<file path="config.mk">
export PLATFORM = sky130hd
export DESIGN_NAME = scaled_glyph_text_rasterizer
export DESIGN_NICKNAME = d
export VERILOG_FILES = /design/src/rtl/core/sgtr_pkg.sv /design/src/rtl/core/sgtr_ctrl.sv /design/src/rtl/core/sgtr_datapath.sv /design/src/rtl/core/scaled_glyph_text_rasterizer.sv
export SDC_FILE = /design/constraint.sdc
export NUM_CORES = 1
export LEC_CHECK = 0
export ABC_AREA = 1
export BUFFER_PORTS_ARGS = -buffer_cell sky130_fd_sc_hd__buf_2
export CELL_PAD_IN_SITES_DETAIL_PLACEMENT = 0
export CELL_PAD_IN_SITES_GLOBAL_PLACEMENT = 1
export CORE_ASPECT_RATIO = 0.7
export CORE_MARGIN = 3
export CORE_UTILIZATION = 40
export CTS_BUF_LIST = sky130_fd_sc_hd__clkbuf_4 sky130_fd_sc_hd__clkbuf_8 sky130_fd_sc_hd__clkbuf_16
export CTS_CLUSTER_SIZE = 12
export DETAILED_ROUTE_END_ITERATION = 8
export GPL_TIMING_DRIVEN = 1
export PLACE_DENSITY_LB_ADDON = 0.1
export SLEW_MARGIN = 5
export SYNTH_ARGS = -nofsm -noshare
export SYNTH_HDL_FRONTEND = slang
export SYNTH_SLANG_ARGS = --single-unit
</file>
<file path="constraint.sdc">
create_clock -name clk -period 3.3 [get_ports clk]
set_clock_uncertainty 0.1 [all_clocks]
set_input_delay 0.33 -clock clk [delete_from_list [all_inputs] [get_ports clk]]
set_output_delay 0.33 -clock clk [all_outputs]
set_load 0.005 [all_outputs]
</file>
<file path="src/rtl/core/sgtr_pkg.sv">
`default_nettype none
// ---------------------------------------------------------------------------
// sgtr_pkg
// Shared types, register indexes and the 5x7 glyph ROM for the rasterizer.
// ---------------------------------------------------------------------------
package sgtr_pkg;

	localparam int GLYPH_ROWS  = 7;
	localparam int GLYPH_COLS  = 5;
	localparam int GLYPH_BITS  = GLYPH_ROWS * GLYPH_COLS;
	localparam int COL_W       = $clog2(GLYPH_COLS);
	localparam int COORD_W     = 13;
	localparam int NUM_GLYPHS  = 38;
	localparam int GIDX_W      = $clog2(NUM_GLYPHS);
	localparam int BLANK_INDEX = 36;
	localparam int COLON_INDEX = 37;

	localparam logic REG_PIXEL_SCALE = 1'b0;
	localparam logic REG_TEXT_COLOR  = 1'b1;

	localparam logic [3:0]  PIXEL_SCALE_RESET = 4'd1;
	localparam logic [31:0] TEXT_COLOR_RESET  = 32'hFFFF_FFFF;

	typedef struct packed {
		logic [7:0]  char_code;
		logic        new_string;
		logic [11:0] start_x;
		logic [11:0] start_y;
	} in_t;

	typedef struct packed {
		logic [12:0] rect_x;
		logic [12:0] rect_y;
		logic [3:0]  rect_size;
		logic [31:0] rect_color;
		logic        last_square;
	} out_t;

	typedef struct packed {
		logic load;
		logic step;
	} cmd_t;

	typedef struct packed {
		logic in_blank;
		logic cell_set;
		logic last_cell;
		logic out_free;
	} sts_t;

	// Row 0 sits in the top five bits, each row MSB first.
	localparam logic [GLYPH_BITS-1:0] GLYPH_ROM [NUM_GLYPHS] = '{
		{5'h0E,5'h11,5'h13,5'h15,5'h19,5'h11,5'h0E},
		{5'h04,5'h0C,5'h04,5'h04,5'h04,5'h04,5'h0E},
		{5'h0E,5'h11,5'h01,5'h06,5'h08,5'h10,5'h1F},
		{5'h0E,5'h11,5'h01,5'h06,5'h01,5'h11,5'h0E},
		{5'h02,5'h06,5'h0A,5'h12,5'h1F,5'h02,5'h02},
		{5'h1F,5'h10,5'h1E,5'h01,5'h01,5'h11,5'h0E},
		{5'h06,5'h08,5'h10,5'h1E,5'h11,5'h11,5'h0E},
		{5'h1F,5'h01,5'h02,5'h04,5'h08,5'h08,5'h08},
		{5'h0E,5'h11,5'h11,5'h0E,5'h11,5'h11,5'h0E},
		{5'h0E,5'h11,5'h11,5'h0F,5'h01,5'h02,5'h0C},
		{5'h0E,5'h11,5'h11,5'h1F,5'h11,5'h11,5'h11},
		{5'h1E,5'h11,5'h11,5'h1E,5'h11,5'h11,5'h1E},
		{5'h0E,5'h11,5'h10,5'h10,5'h10,5'h11,5'h0E},
		{5'h1C,5'h12,5'h11,5'h11,5'h11,5'h12,5'h1C},
		{5'h1F,5'h10,5'h10,5'h1E,5'h10,5'h10,5'h1F},
		{5'h1F,5'h10,5'h10,5'h1E,5'h10,5'h10,5'h10},
		{5'h0E,5'h11,5'h10,5'h17,5'h11,5'h11,5'h0F},
		{5'h11,5'h11,5'h11,5'h1F,5'h11,5'h11,5'h11},
		{5'h0E,5'h04,5'h04,5'h04,5'h04,5'h04,5'h0E},
		{5'h0F,5'h02,5'h02,5'h02,5'h02,5'h12,5'h0C},
		{5'h11,5'h12,5'h14,5'h18,5'h14,5'h12,5'h11},
		{5'h10,5'h10,5'h10,5'h10,5'h10,5'h10,5'h1F},
		{5'h11,5'h1B,5'h15,5'h15,5'h11,5'h11,5'h11},
		{5'h11,5'h19,5'h15,5'h13,5'h11,5'h11,5'h11},
		{5'h0E,5'h11,5'h11,5'h11,5'h11,5'h11,5'h0E},
		{5'h1E,5'h11,5'h11,5'h1E,5'h10,5'h10,5'h10},
		{5'h0E,5'h11,5'h11,5'h11,5'h15,5'h12,5'h0D},
		{5'h1E,5'h11,5'h11,5'h1E,5'h14,5'h12,5'h11},
		{5'h0E,5'h11,5'h10,5'h0E,5'h01,5'h11,5'h0E},
		{5'h1F,5'h04,5'h04,5'h04,5'h04,5'h04,5'h04},
		{5'h11,5'h11,5'h11,5'h11,5'h11,5'h11,5'h0E},
		{5'h11,5'h11,5'h11,5'h11,5'h11,5'h0A,5'h04},
		{5'h11,5'h11,5'h11,5'h15,5'h15,5'h1B,5'h11},
		{5'h11,5'h11,5'h0A,5'h04,5'h0A,5'h11,5'h11},
		{5'h11,5'h11,5'h0A,5'h04,5'h04,5'h04,5'h04},
		{5'h1F,5'h01,5'h02,5'h04,5'h08,5'h10,5'h1F},
		{5'h00,5'h00,5'h00,5'h00,5'h00,5'h00,5'h00},
		{5'h00,5'h04,5'h04,5'h00,5'h04,5'h04,5'h00}
	};

	function automatic logic [GIDX_W-1:0] glyph_index(input logic [7:0] code);
		logic [GIDX_W-1:0] idx;
		idx = GIDX_W'(BLANK_INDEX);
		if (code >= 8'h30 && code <= 8'h39) begin
			idx = GIDX_W'(code - 8'h30);
		end else if (code >= 8'h41 && code <= 8'h5A) begin
			idx = GIDX_W'(code - 8'h41 + 8'd10);
		end else if (code >= 8'h61 && code <= 8'h7A) begin
			idx = GIDX_W'(code - 8'h61 + 8'd10);
		end else if (code == 8'h3A) begin
			idx = GIDX_W'(COLON_INDEX);
		end
		return idx;
	endfunction

endpackage
`default_nettype wire

</file>
<file path="src/rtl/core/sgtr_ctrl.sv">
`default_nettype none
// ---------------------------------------------------------------------------
// sgtr_ctrl
// Controller: accepts a char, scans one cell a cycle unless a set cell stalls.
// ---------------------------------------------------------------------------
module sgtr_ctrl (
	input  wire logic          clk,
	input  wire logic          arst_n,
	input  wire logic          in_valid,
	output logic               in_stall,
	input  wire sgtr_pkg::sts_t sts,
	output sgtr_pkg::cmd_t     cmd
);

	localparam logic ST_IDLE = 1'b0;
	localparam logic ST_SCAN = 1'b1;

	logic state_q;
	logic state_next;

	always_comb begin
		state_next = state_q;
		cmd.load   = 1'b0;
		cmd.step   = 1'b0;
		case (state_q)
			ST_IDLE: begin
				if (in_valid) begin
					cmd.load = 1'b1;
					if (!sts.in_blank) begin
						state_next = ST_SCAN;
					end
				end
			end
			ST_SCAN: begin
				cmd.step = !sts.cell_set || sts.out_free;
				if (cmd.step && sts.last_cell) begin
					state_next = ST_IDLE;
				end
			end
			default: begin
				state_next = ST_IDLE;
			end
		endcase
	end

	always_ff @(posedge clk or negedge arst_n) begin
		if (!arst_n) begin
			state_q <= ST_IDLE;
		end else begin
			state_q <= state_next;
		end
	end

	assign in_stall = (state_q != ST_IDLE);

endmodule
`default_nettype wire

</file>
<file path="src/rtl/core/sgtr_datapath.sv">
`default_nettype none
// ---------------------------------------------------------------------------
// sgtr_datapath
// Configuration registers, pen cursor, glyph shift register, coordinate
// accumulators and the output register.
// ---------------------------------------------------------------------------
module sgtr_datapath (
	input  wire logic          clk,
	input  wire logic          arst_n,
	input  wire logic          cfg_en,
	input  wire logic          cfg_idx,
	input  wire logic [31:0]   cfg_data,
	input  wire sgtr_pkg::in_t in_data,
	output logic               out_valid,
	input  wire logic          out_stall,
	output sgtr_pkg::out_t     out_data,
	input  wire sgtr_pkg::cmd_t cmd,
	output sgtr_pkg::sts_t     sts
);

	localparam int CW = sgtr_pkg::COORD_W;
	localparam int GB = sgtr_pkg::GLYPH_BITS;

	logic [3:0]              scale_q;
	logic [31:0]             color_q;
	logic [CW-1:0]           cursor_q;
	logic [GB-1:0]           glyph_q;
	logic [sgtr_pkg::COL_W-1:0] col_q;
	logic [CW-1:0]           x_row_q;
	logic [CW-1:0]           x_q;
	logic [CW-1:0]           y_q;
	logic                    out_valid_q;
	sgtr_pkg::out_t          out_q;

	logic [GB-1:0]           in_glyph;
	logic [CW-1:0]           base_x;
	logic [CW-1:0]           six_scale;
	logic [CW-1:0]           scale_ext;
	logic                    emit;

	assign in_glyph  = sgtr_pkg::GLYPH_ROM[sgtr_pkg::glyph_index(in_data.char_code)];
	assign base_x    = in_data.new_string ? {1'b0, in_data.start_x} : cursor_q;
	assign scale_ext = CW'(scale_q);
	assign six_scale = CW'({scale_q, 2'b00}) + CW'({scale_q, 1'b0});
	assign emit      = cmd.step && glyph_q[GB-1];

	assign sts.in_blank  = (in_glyph == '0);
	assign sts.cell_set  = glyph_q[GB-1];
	assign sts.last_cell = (glyph_q[GB-2:0] == '0);
	assign sts.out_free  = !out_valid_q || !out_stall;

	always_ff @(posedge clk or negedge arst_n) begin
		if (!arst_n) begin
			scale_q <= sgtr_pkg::PIXEL_SCALE_RESET;
			color_q <= sgtr_pkg::TEXT_COLOR_RESET;
		end else if (cfg_en) begin
			case (cfg_idx)
				sgtr_pkg::REG_PIXEL_SCALE: scale_q <= cfg_data[3:0];
				sgtr_pkg::REG_TEXT_COLOR:  color_q <= cfg_data;
				default: begin
				end
			endcase
		end
	end

	always_ff @(posedge clk or negedge arst_n) begin
		if (!arst_n) begin
			cursor_q <= '0;
			glyph_q  <= '0;
			col_q    <= '0;
		end else if (cmd.load) begin
			cursor_q <= base_x + six_scale;
			glyph_q  <= in_glyph;
			col_q    <= '0;
		end else if (cmd.step) begin
			glyph_q <= {glyph_q[GB-2:0], 1'b0};
			if (col_q == sgtr_pkg::COL_W'(sgtr_pkg::GLYPH_COLS - 1)) begin
				col_q <= '0;
			end else begin
				col_q <= col_q + sgtr_pkg::COL_W'(1);
			end
		end
	end

	always_ff @(posedge clk) begin
		if (cmd.load) begin
			x_row_q <= base_x;
			x_q     <= base_x;
			y_q     <= {1'b0, in_data.start_y};
		end else if (cmd.step) begin
			if (col_q == sgtr_pkg::COL_W'(sgtr_pkg::GLYPH_COLS - 1)) begin
				x_q <= x_row_q;
				y_q <= y_q + scale_ext;
			end else begin
				x_q <= x_q + scale_ext;
			end
		end
	end

	always_ff @(posedge clk or negedge arst_n) begin
		if (!arst_n) begin
			out_valid_q <= 1'b0;
		end else if (emit) begin
			out_valid_q <= 1'b1;
		end else if (!out_stall) begin
			out_valid_q <= 1'b0;
		end
	end

	always_ff @(posedge clk) begin
		if (emit) begin
			out_q.rect_x      <= x_q;
			out_q.rect_y      <= y_q;
			out_q.rect_size   <= scale_q;
			out_q.rect_color  <= color_q;
			out_q.last_square <= (glyph_q[GB-2:0] == '0);
		end
	end

	assign out_valid = out_valid_q;
	assign out_data  = out_q;

endmodule
`default_nettype wire

</file>
<file path="src/rtl/core/scaled_glyph_text_rasterizer.sv">
`default_nettype none
// ---------------------------------------------------------------------------
// scaled_glyph_text_rasterizer
// A character is loaded into the glyph shift register; each set cell is then registered into
// the output register as the scan reaches it. Throughput: one glyph cell per cycle, ending at
// the last set cell; no new character is taken until the scan ends. A blank glyph needs no scan.
// Output stalls hold the scan at a set cell while a square waits in the output register.
// Reset clears the pen cursor to 0, scale to 1 and color to all ones.
// ---------------------------------------------------------------------------
module scaled_glyph_text_rasterizer (
	input  wire logic          clk,
	input  wire logic          arst_n,
	input  wire logic          cfg_en,
	input  wire logic          cfg_idx,
	input  wire logic [31:0]   cfg_data,
	input  wire logic          in_valid,
	output logic               in_stall,
	input  wire sgtr_pkg::in_t in_data,
	output logic               out_valid,
	input  wire logic          out_stall,
	output sgtr_pkg::out_t     out_data
);

	sgtr_pkg::cmd_t cmd;
	sgtr_pkg::sts_t sts;

	sgtr_ctrl u_ctrl (
		.clk      (clk),
		.arst_n   (arst_n),
		.in_valid (in_valid),
		.in_stall (in_stall),
		.sts      (sts),
		.cmd      (cmd)
	);

	sgtr_datapath u_datapath (
		.clk       (clk),
		.arst_n    (arst_n),
		.cfg_en    (cfg_en),
		.cfg_idx   (cfg_idx),
		.cfg_data  (cfg_data),
		.in_data   (in_data),
		.out_valid (out_valid),
		.out_stall (out_stall),
		.out_data  (out_data),
		.cmd       (cmd),
		.sts       (sts)
	);

endmodule
`default_nettype wire

</file>
==> flow_metrics.py, run 1 <==
metrics = {
    "sta": {
        "fmaxAchievable_mhz": 327,
        "setup_viol": 0,
        "relSlewSlack_pct": 35.7,
        "worstMarginPinSlew_ns": 0.964,
        "hold_viol_final": 0,
        "rsz0062_at_grt": "no",
        "tns_ns": 0,
        "period_share_pct": 92.6,
        "min_period_ns": 3.05,
        "slew_viol_final": 0,
    },
    "detailed_routing": {
        "dr_total_vias": 8240,
        "ant_nets": 0,
        "drc": 0,
        "first_pass_iters": 5,
        "initialDrtViolationCount": 572,
        "via_per_inst": 5.11,
        "drt-total-wl_mm": 28.1,
        "wl_per_cell_um": 17.4,
    },
    "global_routing": {
        "grt_pass1_wl_mm": 45.1,
        "top_usage_layer": "met1",
        "antenna_found_initial": 1,
        "grt_pass1_vias": 8146,
        "grt_max_degree": 91,
        "track_usage_pct": 20.6,
        "grt_overflow": 0,
        "grtUsageMet3_pct": 5.70,
        "use_met1_pct": 32.4,
        "grtUsageMet2_pct": 28.3,
    },
    "yosys": {
        "synth_nets": 1230,
        "yosys_register_bits": 191,
        "seq_area_frac_synth_pct": 51.6,
        "syn-instance-count": 1114,
        "syn_avg_cell_area_um2": 9.26,
        "ys.flop_type": "edfxtp_1",
        "synth_edf_count": 101,
        "yosysUniqueCellTypes": 56,
        "ys_warn_count": 0,
        "async_flop_share_pct": 46.6,
        "syn_area_mm2": 0.0103,
    },
    "clocking": {
        "path_clk_slew_ns": 0.08,
        "cts_buffers": 17,
        "clockBufferDepth": 2,
        "clkSinkCount": 191,
        "htreeDepth": 4,
        "clk_latency_ns": 0.43,
        "cts_root_buffer": "clkbuf_16",
        "cts_tree": "built",
    },
    "floorplan": {
        "dieArea_mm2": 0.0278,
        "ioPinCount": 136,
        "rows": 48,
        "coreArea_mm2": 0.0250,
        "start_util_pct": 41.3,
        "fp.dieH_um": 140,
        "die_w_um": 198,
    },
    "worst_setup_path": {
        "required_ns": 3.52,
        "cp-end-kind": "flip-flop",
        "path_buf_inv": 3,
        "crit_family": "adder cells",
        "crit_arrival_ns": 3.27,
        "critPathMaxStageDelay_ns": 0.60,
        "cp_max_fo": 6,
        "path_cells": "ha_1 > fa_1 > ha_1 > inv_1 > o31ai_2 > inv_1 > nor2_1 > nor2_1 > o21ai_2 > inv_1 > nor2_1 > nor3_1 > a221o_1",
        "rrSetupSlack_ns": 0.25,
        "crit_slowest_cell": "dfstp_2",
        "start_kind": "flip-flop",
        "path_class": "reg2reg",
    },
    "cells_and_area": {
        "final_common_cell": "nand2_1",
        "drive_gt1_share_pct": 24.8,
        "most-common-layout-cells": "nand2_1 (280), buf_2 (134), inv_1 (116), edfxtp_1 (101)",
        "final_cell_area_mm2": 0.0122,
        "syn_to_final_growth_pct": 18.0,
        "finalNetCount": 1391,
    },
    "min_path": {
        "hold_path.class": "in2reg",
    },
    "place": {
        "place_area_mm2": 0.0115,
        "io_buffers": 135,
        "dp_hpwl_mm": 20.6,
        "gp_congestion": 0.974,
    },
    "power": {
        "peakVddDrop_mv": 0.426,
        "pwr_density_cell_mw_per_mm2": 715,
        "leakagePower_nw": 5.54,
    },
    "job": {
        "cap_violations": 0,
    },
    "outcome": {
        "status": "complete, no violations",
    },
}
-- registers in the layout, indices dropped and copies added (netlist names) --
signal / flops
u_datapath.out_data: 63
u_datapath.col_q: 3
u_datapath.x_row_q: 13
u_datapath.x_q: 13
u_datapath.cursor_q: 13
u_datapath.out_valid: 1
u_datapath.glyph_q: 35
u_datapath.scale_q: 4
u_ctrl.in_stall: 1
u_datapath.color_q: 32
u_datapath.y_q: 13
-- worst reg2reg max path, delay by kind of cell (launching register included) --
kind | cells | cell delay (ns)
adder cells (fa/ha/maj) | 3 | 0.99
AO/OA/AOI/OAI | 3 | 0.67
flip-flops | 1 | 0.60
AND/OR/NAND/NOR | 4 | 0.39
buffers and inverters | 3 | 0.19
-- Yosys cell counts (all sizes together) (2+ instances only) --
cell type | instances | area [µm²]
nand3b | 2 | 15.0
inv | 128 | 488
o211ai | 14 | 105
buf | 17 | 130
nand4 | 7 | 43.8
ha | 41 | 513
edfxtp | 101 | 3030
nand2 | 292 | 1140
or2 | 5 | 31.3
o21bai | 2 | 15.0
a21boi | 3 | 22.5
xor2 | 13 | 114
xnor2 | 5 | 43.8
nor3b | 3 | 27.5
o2111ai | 2 | 17.5
nor3 | 12 | 60.1
mux2 | 28 | 315
a22oi | 2 | 15.0
dfstp | 33 | 867
o22ai | 4 | 25.0
fa | 4 | 80.1
dfrtp | 56 | 1400
a21oi | 32 | 164
nor4 | 10 | 62.6
nand3 | 67 | 368
o31ai | 4 | 30.0
o221ai | 26 | 228
nor2 | 78 | 319
a221o | 2 | 20.0
a31oi | 6 | 37.5
o21ai | 88 | 452
clkbuf | 22 | 82.6
-- per-layer routing --
| layer | routed length [µm] | vias up |
|---|---|---|
| met3 | 2030 | 22 |
| met5 | 0 | - |
| met4 | 238 | 0 |
| met2 | 11300 | 253 |
| met1 | 14500 | 3870 |
| li1 | - | 4095 |
-- per-stage QoR --
| stage | utilization, % | hold slack (ns) | setup slack (ns) | cells | power, mW |
|---|---|---|---|---|---|
| global placement | 46.2 | 0.249 | 0.0654 | 1578 | 6.66 |
| finish | 48.7 | 0.0228 | 0.245 | 1614 | 8.70 |
| CTS | 48.6 | 0.00853 | 0.0327 | 1611 | 8.75 |
| floorplan | - | -0.0656 | 0.363 | 1114 | 5.60 |
| global route | 48.7 | 0.00495 | 0.0113 | 1614 | 9.35 |
| detailed placement | 46.2 | 0.261 | 0.0694 | 1578 | 6.67 |
-- path summary, 6_finish.rpt --
kind                                  startpoint                       to  cells past startpoint
max                        u_datapath.scale_q[0]  u_datapath.cursor_q[11]                     13
min                                  cfg_data[6]    u_datapath.color_q[6]                      2
max reg2reg                u_datapath.scale_q[0]  u_datapath.cursor_q[11]                     13
min reg2reg                   u_datapath.y_q[12]  u_datapath.out_data[49]                      0
max in group asynchronous                 arst_n   u_datapath.cursor_q[2]                      3
min in group asynchronous                 arst_n   u_datapath.glyph_q[22]                      2
-- area by class of cell --
class | count | area (µm²)
Antenna cell | 1 | 2.50
Clock buffer | 17 | 425
Clock inverter | 15 | 151
Fill cell | 2448 | 12800
Inverter | 129 | 492
Multi-Input combinational cell | 755 | 4310
Sequential cell | 191 | 5320
Tap cell | 325 | 407
Timing Repair Buffer | 181 | 1060
-- cell families (layout without fill, tap and decap cells) --
kind of cell / count (synthesis) / in the layout / synth area share (%)
other: 0 / 1 / 0
XOR/XNOR: 18 / 18 / 1.53
flip-flops: 191 / 191 / 51.6
multiplexers: 28 / 28 / 3.06
adder cells (fa/ha/maj): 45 / 45 / 5.75
buffers and inverters: 168 / 342 / 6.83
AO/OA/AOI/OAI: 187 / 187 / 11.1
AND/OR/NAND/NOR: 477 / 477 / 20.1
-- timing repair --
item | CTS | global route
endpoints found under the setup margin | 0 | 6
setup buffers | 0 | 2
gates resized for setup | 0 | 5
hold buffers | 1 | 0
hold endpoints to repair | 8 | 0
-- report_power, final --
part / total, mW / internal, mW / switching (mW)
Combinational: 2.80 / 1.07 / 1.73
Clock: 2.05 / 1.07 / 0.981
Sequential: 3.86 / 3.50 / 0.360
Total: 8.70 / 5.63 / 3.07
(Power assumes the default switching activity.)
==> run 2, diff against run 1 <==
--- a/config.mk
+++ b/config.mk
@@ -5,7 +5,7 @@
 export SDC_FILE = /design/constraint.sdc
 export NUM_CORES = 1
 export LEC_CHECK = 0
-export ABC_AREA = 1
+export ABC_AREA = 0
 export BUFFER_PORTS_ARGS = -buffer_cell sky130_fd_sc_hd__buf_2
 export CELL_PAD_IN_SITES_DETAIL_PLACEMENT = 0
 export CELL_PAD_IN_SITES_GLOBAL_PLACEMENT = 1
==> constraint.sdc (replaced) <==
create_clock -name clk -period 3.91 [get_ports clk]
set_clock_uncertainty 0.1 [all_clocks]
set_input_delay 0.391 -clock clk [delete_from_list [all_inputs] [get_ports clk]]
set_output_delay 0.391 -clock clk [all_outputs]
set_load 0.005 [all_outputs]
==> flow_metrics.py, run 2 <==
metrics = {
    "outcome": {
        "status": "complete, no violations",
    },
    "worst_setup_path": {
        "path_class": "in2reg",
        "rr_worst_depth": 11,
        "cp_max_fo": 5,
        "cp-end-kind": "flip-flop",
        "crit_arrival_ns": 3.79,
        "regToRegStartpoint": "u_datapath.scale_q[0]",
        "required_ns": 4.09,
        "rrSetupSlack_ns": 0.68,
        "start_kind": "input port",
        "setup.worst_path.start": "in_data[25]",
        "rr_endpoint": "u_datapath.cursor_q[12]",
    },
    "sta": {
        "hold_viol_final": 0,
        "slew_viol_final": 0,
        "tns_ns": 0,
        "fmaxAchievable_mhz": 277,
        "relSlewSlack_pct": 36.7,
        "setup_viol": 0,
        "rsz0062_at_grt": "no",
        "worstMarginPinSlew_ns": 0.940,
        "min_period_ns": 3.61,
        "period_share_pct": 92.4,
    },
    "cells_and_area": {
        "largest_register_ff_count": 63,
        "layoutNonFillerInstCount": 1605,
        "num_antenna_cells": 0,
        "syn_to_final_growth_pct": 24.1,
        "most-common-layout-cells": "buf_4 (140), buf_2 (134), edfxtp_1 (101), o21ai_0 (91), nand2_1 (89)",
        "drive_gt1_share_pct": 33.6,
        "finalNetCount": 1351,
        "final_common_cell": "buf_4",
        "final_cell_area_mm2": 0.0133,
    },
    "floorplan": {
        "fp.dieH_um": 143,
        "coreArea_mm2": 0.0260,
        "ioPinCount": 136,
        "die_w_um": 201,
        "start_util_pct": 41.1,
        "dieArea_mm2": 0.0288,
        "rows": 49,
    },
    "yosys": {
        "syn_avg_cell_area_um2": 10.7,
        "async_flop_share_pct": 46.6,
        "yosysMostFrequentCell": "edfxtp_1",
        "ys_warn_count": 0,
        "synth_nets": 1119,
        "synth_top_area_share_pct": 28.4,
        "yosysUniqueCellTypes": 89,
        "yosys_register_bits": 191,
        "seq_area_frac_synth_pct": 49.7,
        "synth_edf_count": 101,
        "yosysTopAreaCell": "edfxtp_1",
        "synth_area_leaders": "edfxtp_1 (28%), dfrtp_1 (13%), dfstp_2 (8.1%)",
        "syn-instance-count": 1003,
        "syn_area_mm2": 0.0107,
        "synth_common_cells": "edfxtp_1 (101), o21ai_0 (92), nand2_1 (89), a21oi_1 (68), dfrtp_1 (56)",
        "ys.flop_type": "edfxtp_1",
    },
    "detailed_routing": {
        "first_pass_iters": 5,
        "drt-total-wl_mm": 33.3,
        "drc": 0,
        "ant_nets": 0,
        "wl_per_cell_um": 20.7,
        "initialDrtViolationCount": 839,
        "dr_total_vias": 8965,
        "via_per_inst": 5.59,
    },
    "min_path": {
        "hold_depth": 2,
        "hold_path.class": "in2reg",
        "hp-start": "out_stall",
        "hold-path-endpoint": "u_datapath.out_valid",
    },
    "place": {
        "gp_congestion": 0.949,
        "dp_cells": 1572,
        "place_area_mm2": 0.0127,
        "io_buffers": 135,
        "dp_hpwl_mm": 25.0,
    },
    "global_routing": {
        "antenna_found_initial": 0,
        "grt_pass1_wl_mm": 50.2,
        "grt_max_degree": 72,
        "grt_pass1_vias": 8318,
        "track_usage_pct": 22.6,
        "grt_overflow": 0,
    },
    "clocking": {
        "cts_tree": "built",
        "cts_root_buffer": "clkbuf_16",
        "path_clk_slew_ns": 0.07,
        "clkSinkCount": 191,
        "clk_latency_ns": 0.44,
        "clockBufferDepth": 2,
        "cts_buffers": 17,
        "htreeDepth": 4,
        "post_cts_buffers": 0,
    },
    "power": {
        "internal-power_mw": 4.98,
        "seqPwrFrac_pct": 44.0,
        "power_frac_comb_pct": 33.2,
        "p_switching_mw": 2.57,
        "pwr_density_cell_mw_per_mm2": 569,
        "power_frac_clock_pct": 22.9,
        "leakagePower_nw": 5.54,
        "switching_share_pct": 34.0,
        "peakVddDrop_mv": 0.338,
    },
    "job": {
        "cap_violations": 0,
    },
}
run 2: cell types whose count changed in the layout (fill, tap and decap cells not counted), sizes merged, moves of 11 or more:
| cell | change |
|---|---|
| o221ai | -24 |
| xnor2 | +11 |
| nand2 | -203 |
| mux2i | +11 |
| o21ai | +12 |
| inv | -106 |
| a21o | +15 |
| a22oi | +26 |
| mux2 | +17 |
| a21oi | +37 |
| nand3 | -40 |
| buf | +96 |
| nor2 | -26 |
run 2: power groups by stage:
stage / clock, mW / combinational, mW / sequential (mW)
floorplan: 0 / 1.56 / 3.28
global placement: 0 / 2.48 / 3.34
detailed placement: 0 / 2.50 / 3.35
CTS: 1.77 / 2.51 / 3.32
global route: 1.84 / 2.79 / 3.40
finish: 1.73 / 2.50 / 3.32
run 2: worst max-delay path: stages:
cell and delay (ns):
buf_2 0.12, inv_1 0.06, ha_1 0.22, buf_4 0.14, nor3b_2 0.26, a41oi_1 0.27
a21oi_4 0.28, clkinv_2 0.13, ha_1 0.25, nor2_2 0.16, a211oi_1 0.06, a31oi_1 0.13
o21ai_0 0.14, or3_1 0.35, a41oi_2 0.23, nand3_1 0.12, nor4_2 0.24, buf_4 0.15
a32oi_1 0.08
run 2: worst max-delay path by stage:
stage                      end  cells past startpoint  slack [ns]
2_1_floorplan  u_ctrl.in_stall                     17        0.02
3_3_place_gp   u_ctrl.in_stall                     18       -0.13
3_5_place_dp   u_ctrl.in_stall                     19       -0.29
4_1_cts        u_ctrl.in_stall                     19        0.17
5_1_grt        u_ctrl.in_stall                     19        0.04
6_report       u_ctrl.in_stall                     19        0.30
run 2: routing by layer:
layer	track usage [%]	vias up	wire [µm]
met5	0	-	0
met4	4.95	0	427
met3	5.86	32	2790
met2	29.6	359	13000
met1	36.7	4313	17100
li1	-	4261	-
run 2: area by class of cell:
class	count	area, µm²
fill	2411	12700
sequential	191	5320
multi-input combinational	720	5050
timing repair buffer	277	1770
tap	357	447
clock buffer	19	440
clock inverter	13	139
inverter	28	106
run 2: what timing repair did:
item	4_1_cts	5_1_grt
setup endpoints to repair	0	1
resized for setup	0	4
hold buffers	1	0
hold endpoints to repair	27	0
run 2: kinds of logic (layout without fill, tap and decap cells):
group,after synthesis,count (layout),share of synthesized area (%)
mux,56,56,5.77
fa+ha+maj,45,45,5.54
buf+inv,92,337,3.59
flops,191,191,49.7
simple gates,259,259,12.3
xor+xnor,29,29,2.37
compound gates,331,331,20.7
run 2: through the flow:
stage          total power [mW]  utilization, %  setup slack, ns  hold WS, ns
3_3_place_gp               5.82            48.7           -0.132        0.277
4_1_cts                    7.59            51.0            0.169       0.0597
6_report                   7.55            51.1            0.299       0.0821
2_1_floorplan              4.84               -           0.0151     -0.00459
3_5_place_dp               5.85            48.7           -0.290        0.273
5_1_grt                    8.02            51.1           0.0376       0.0738
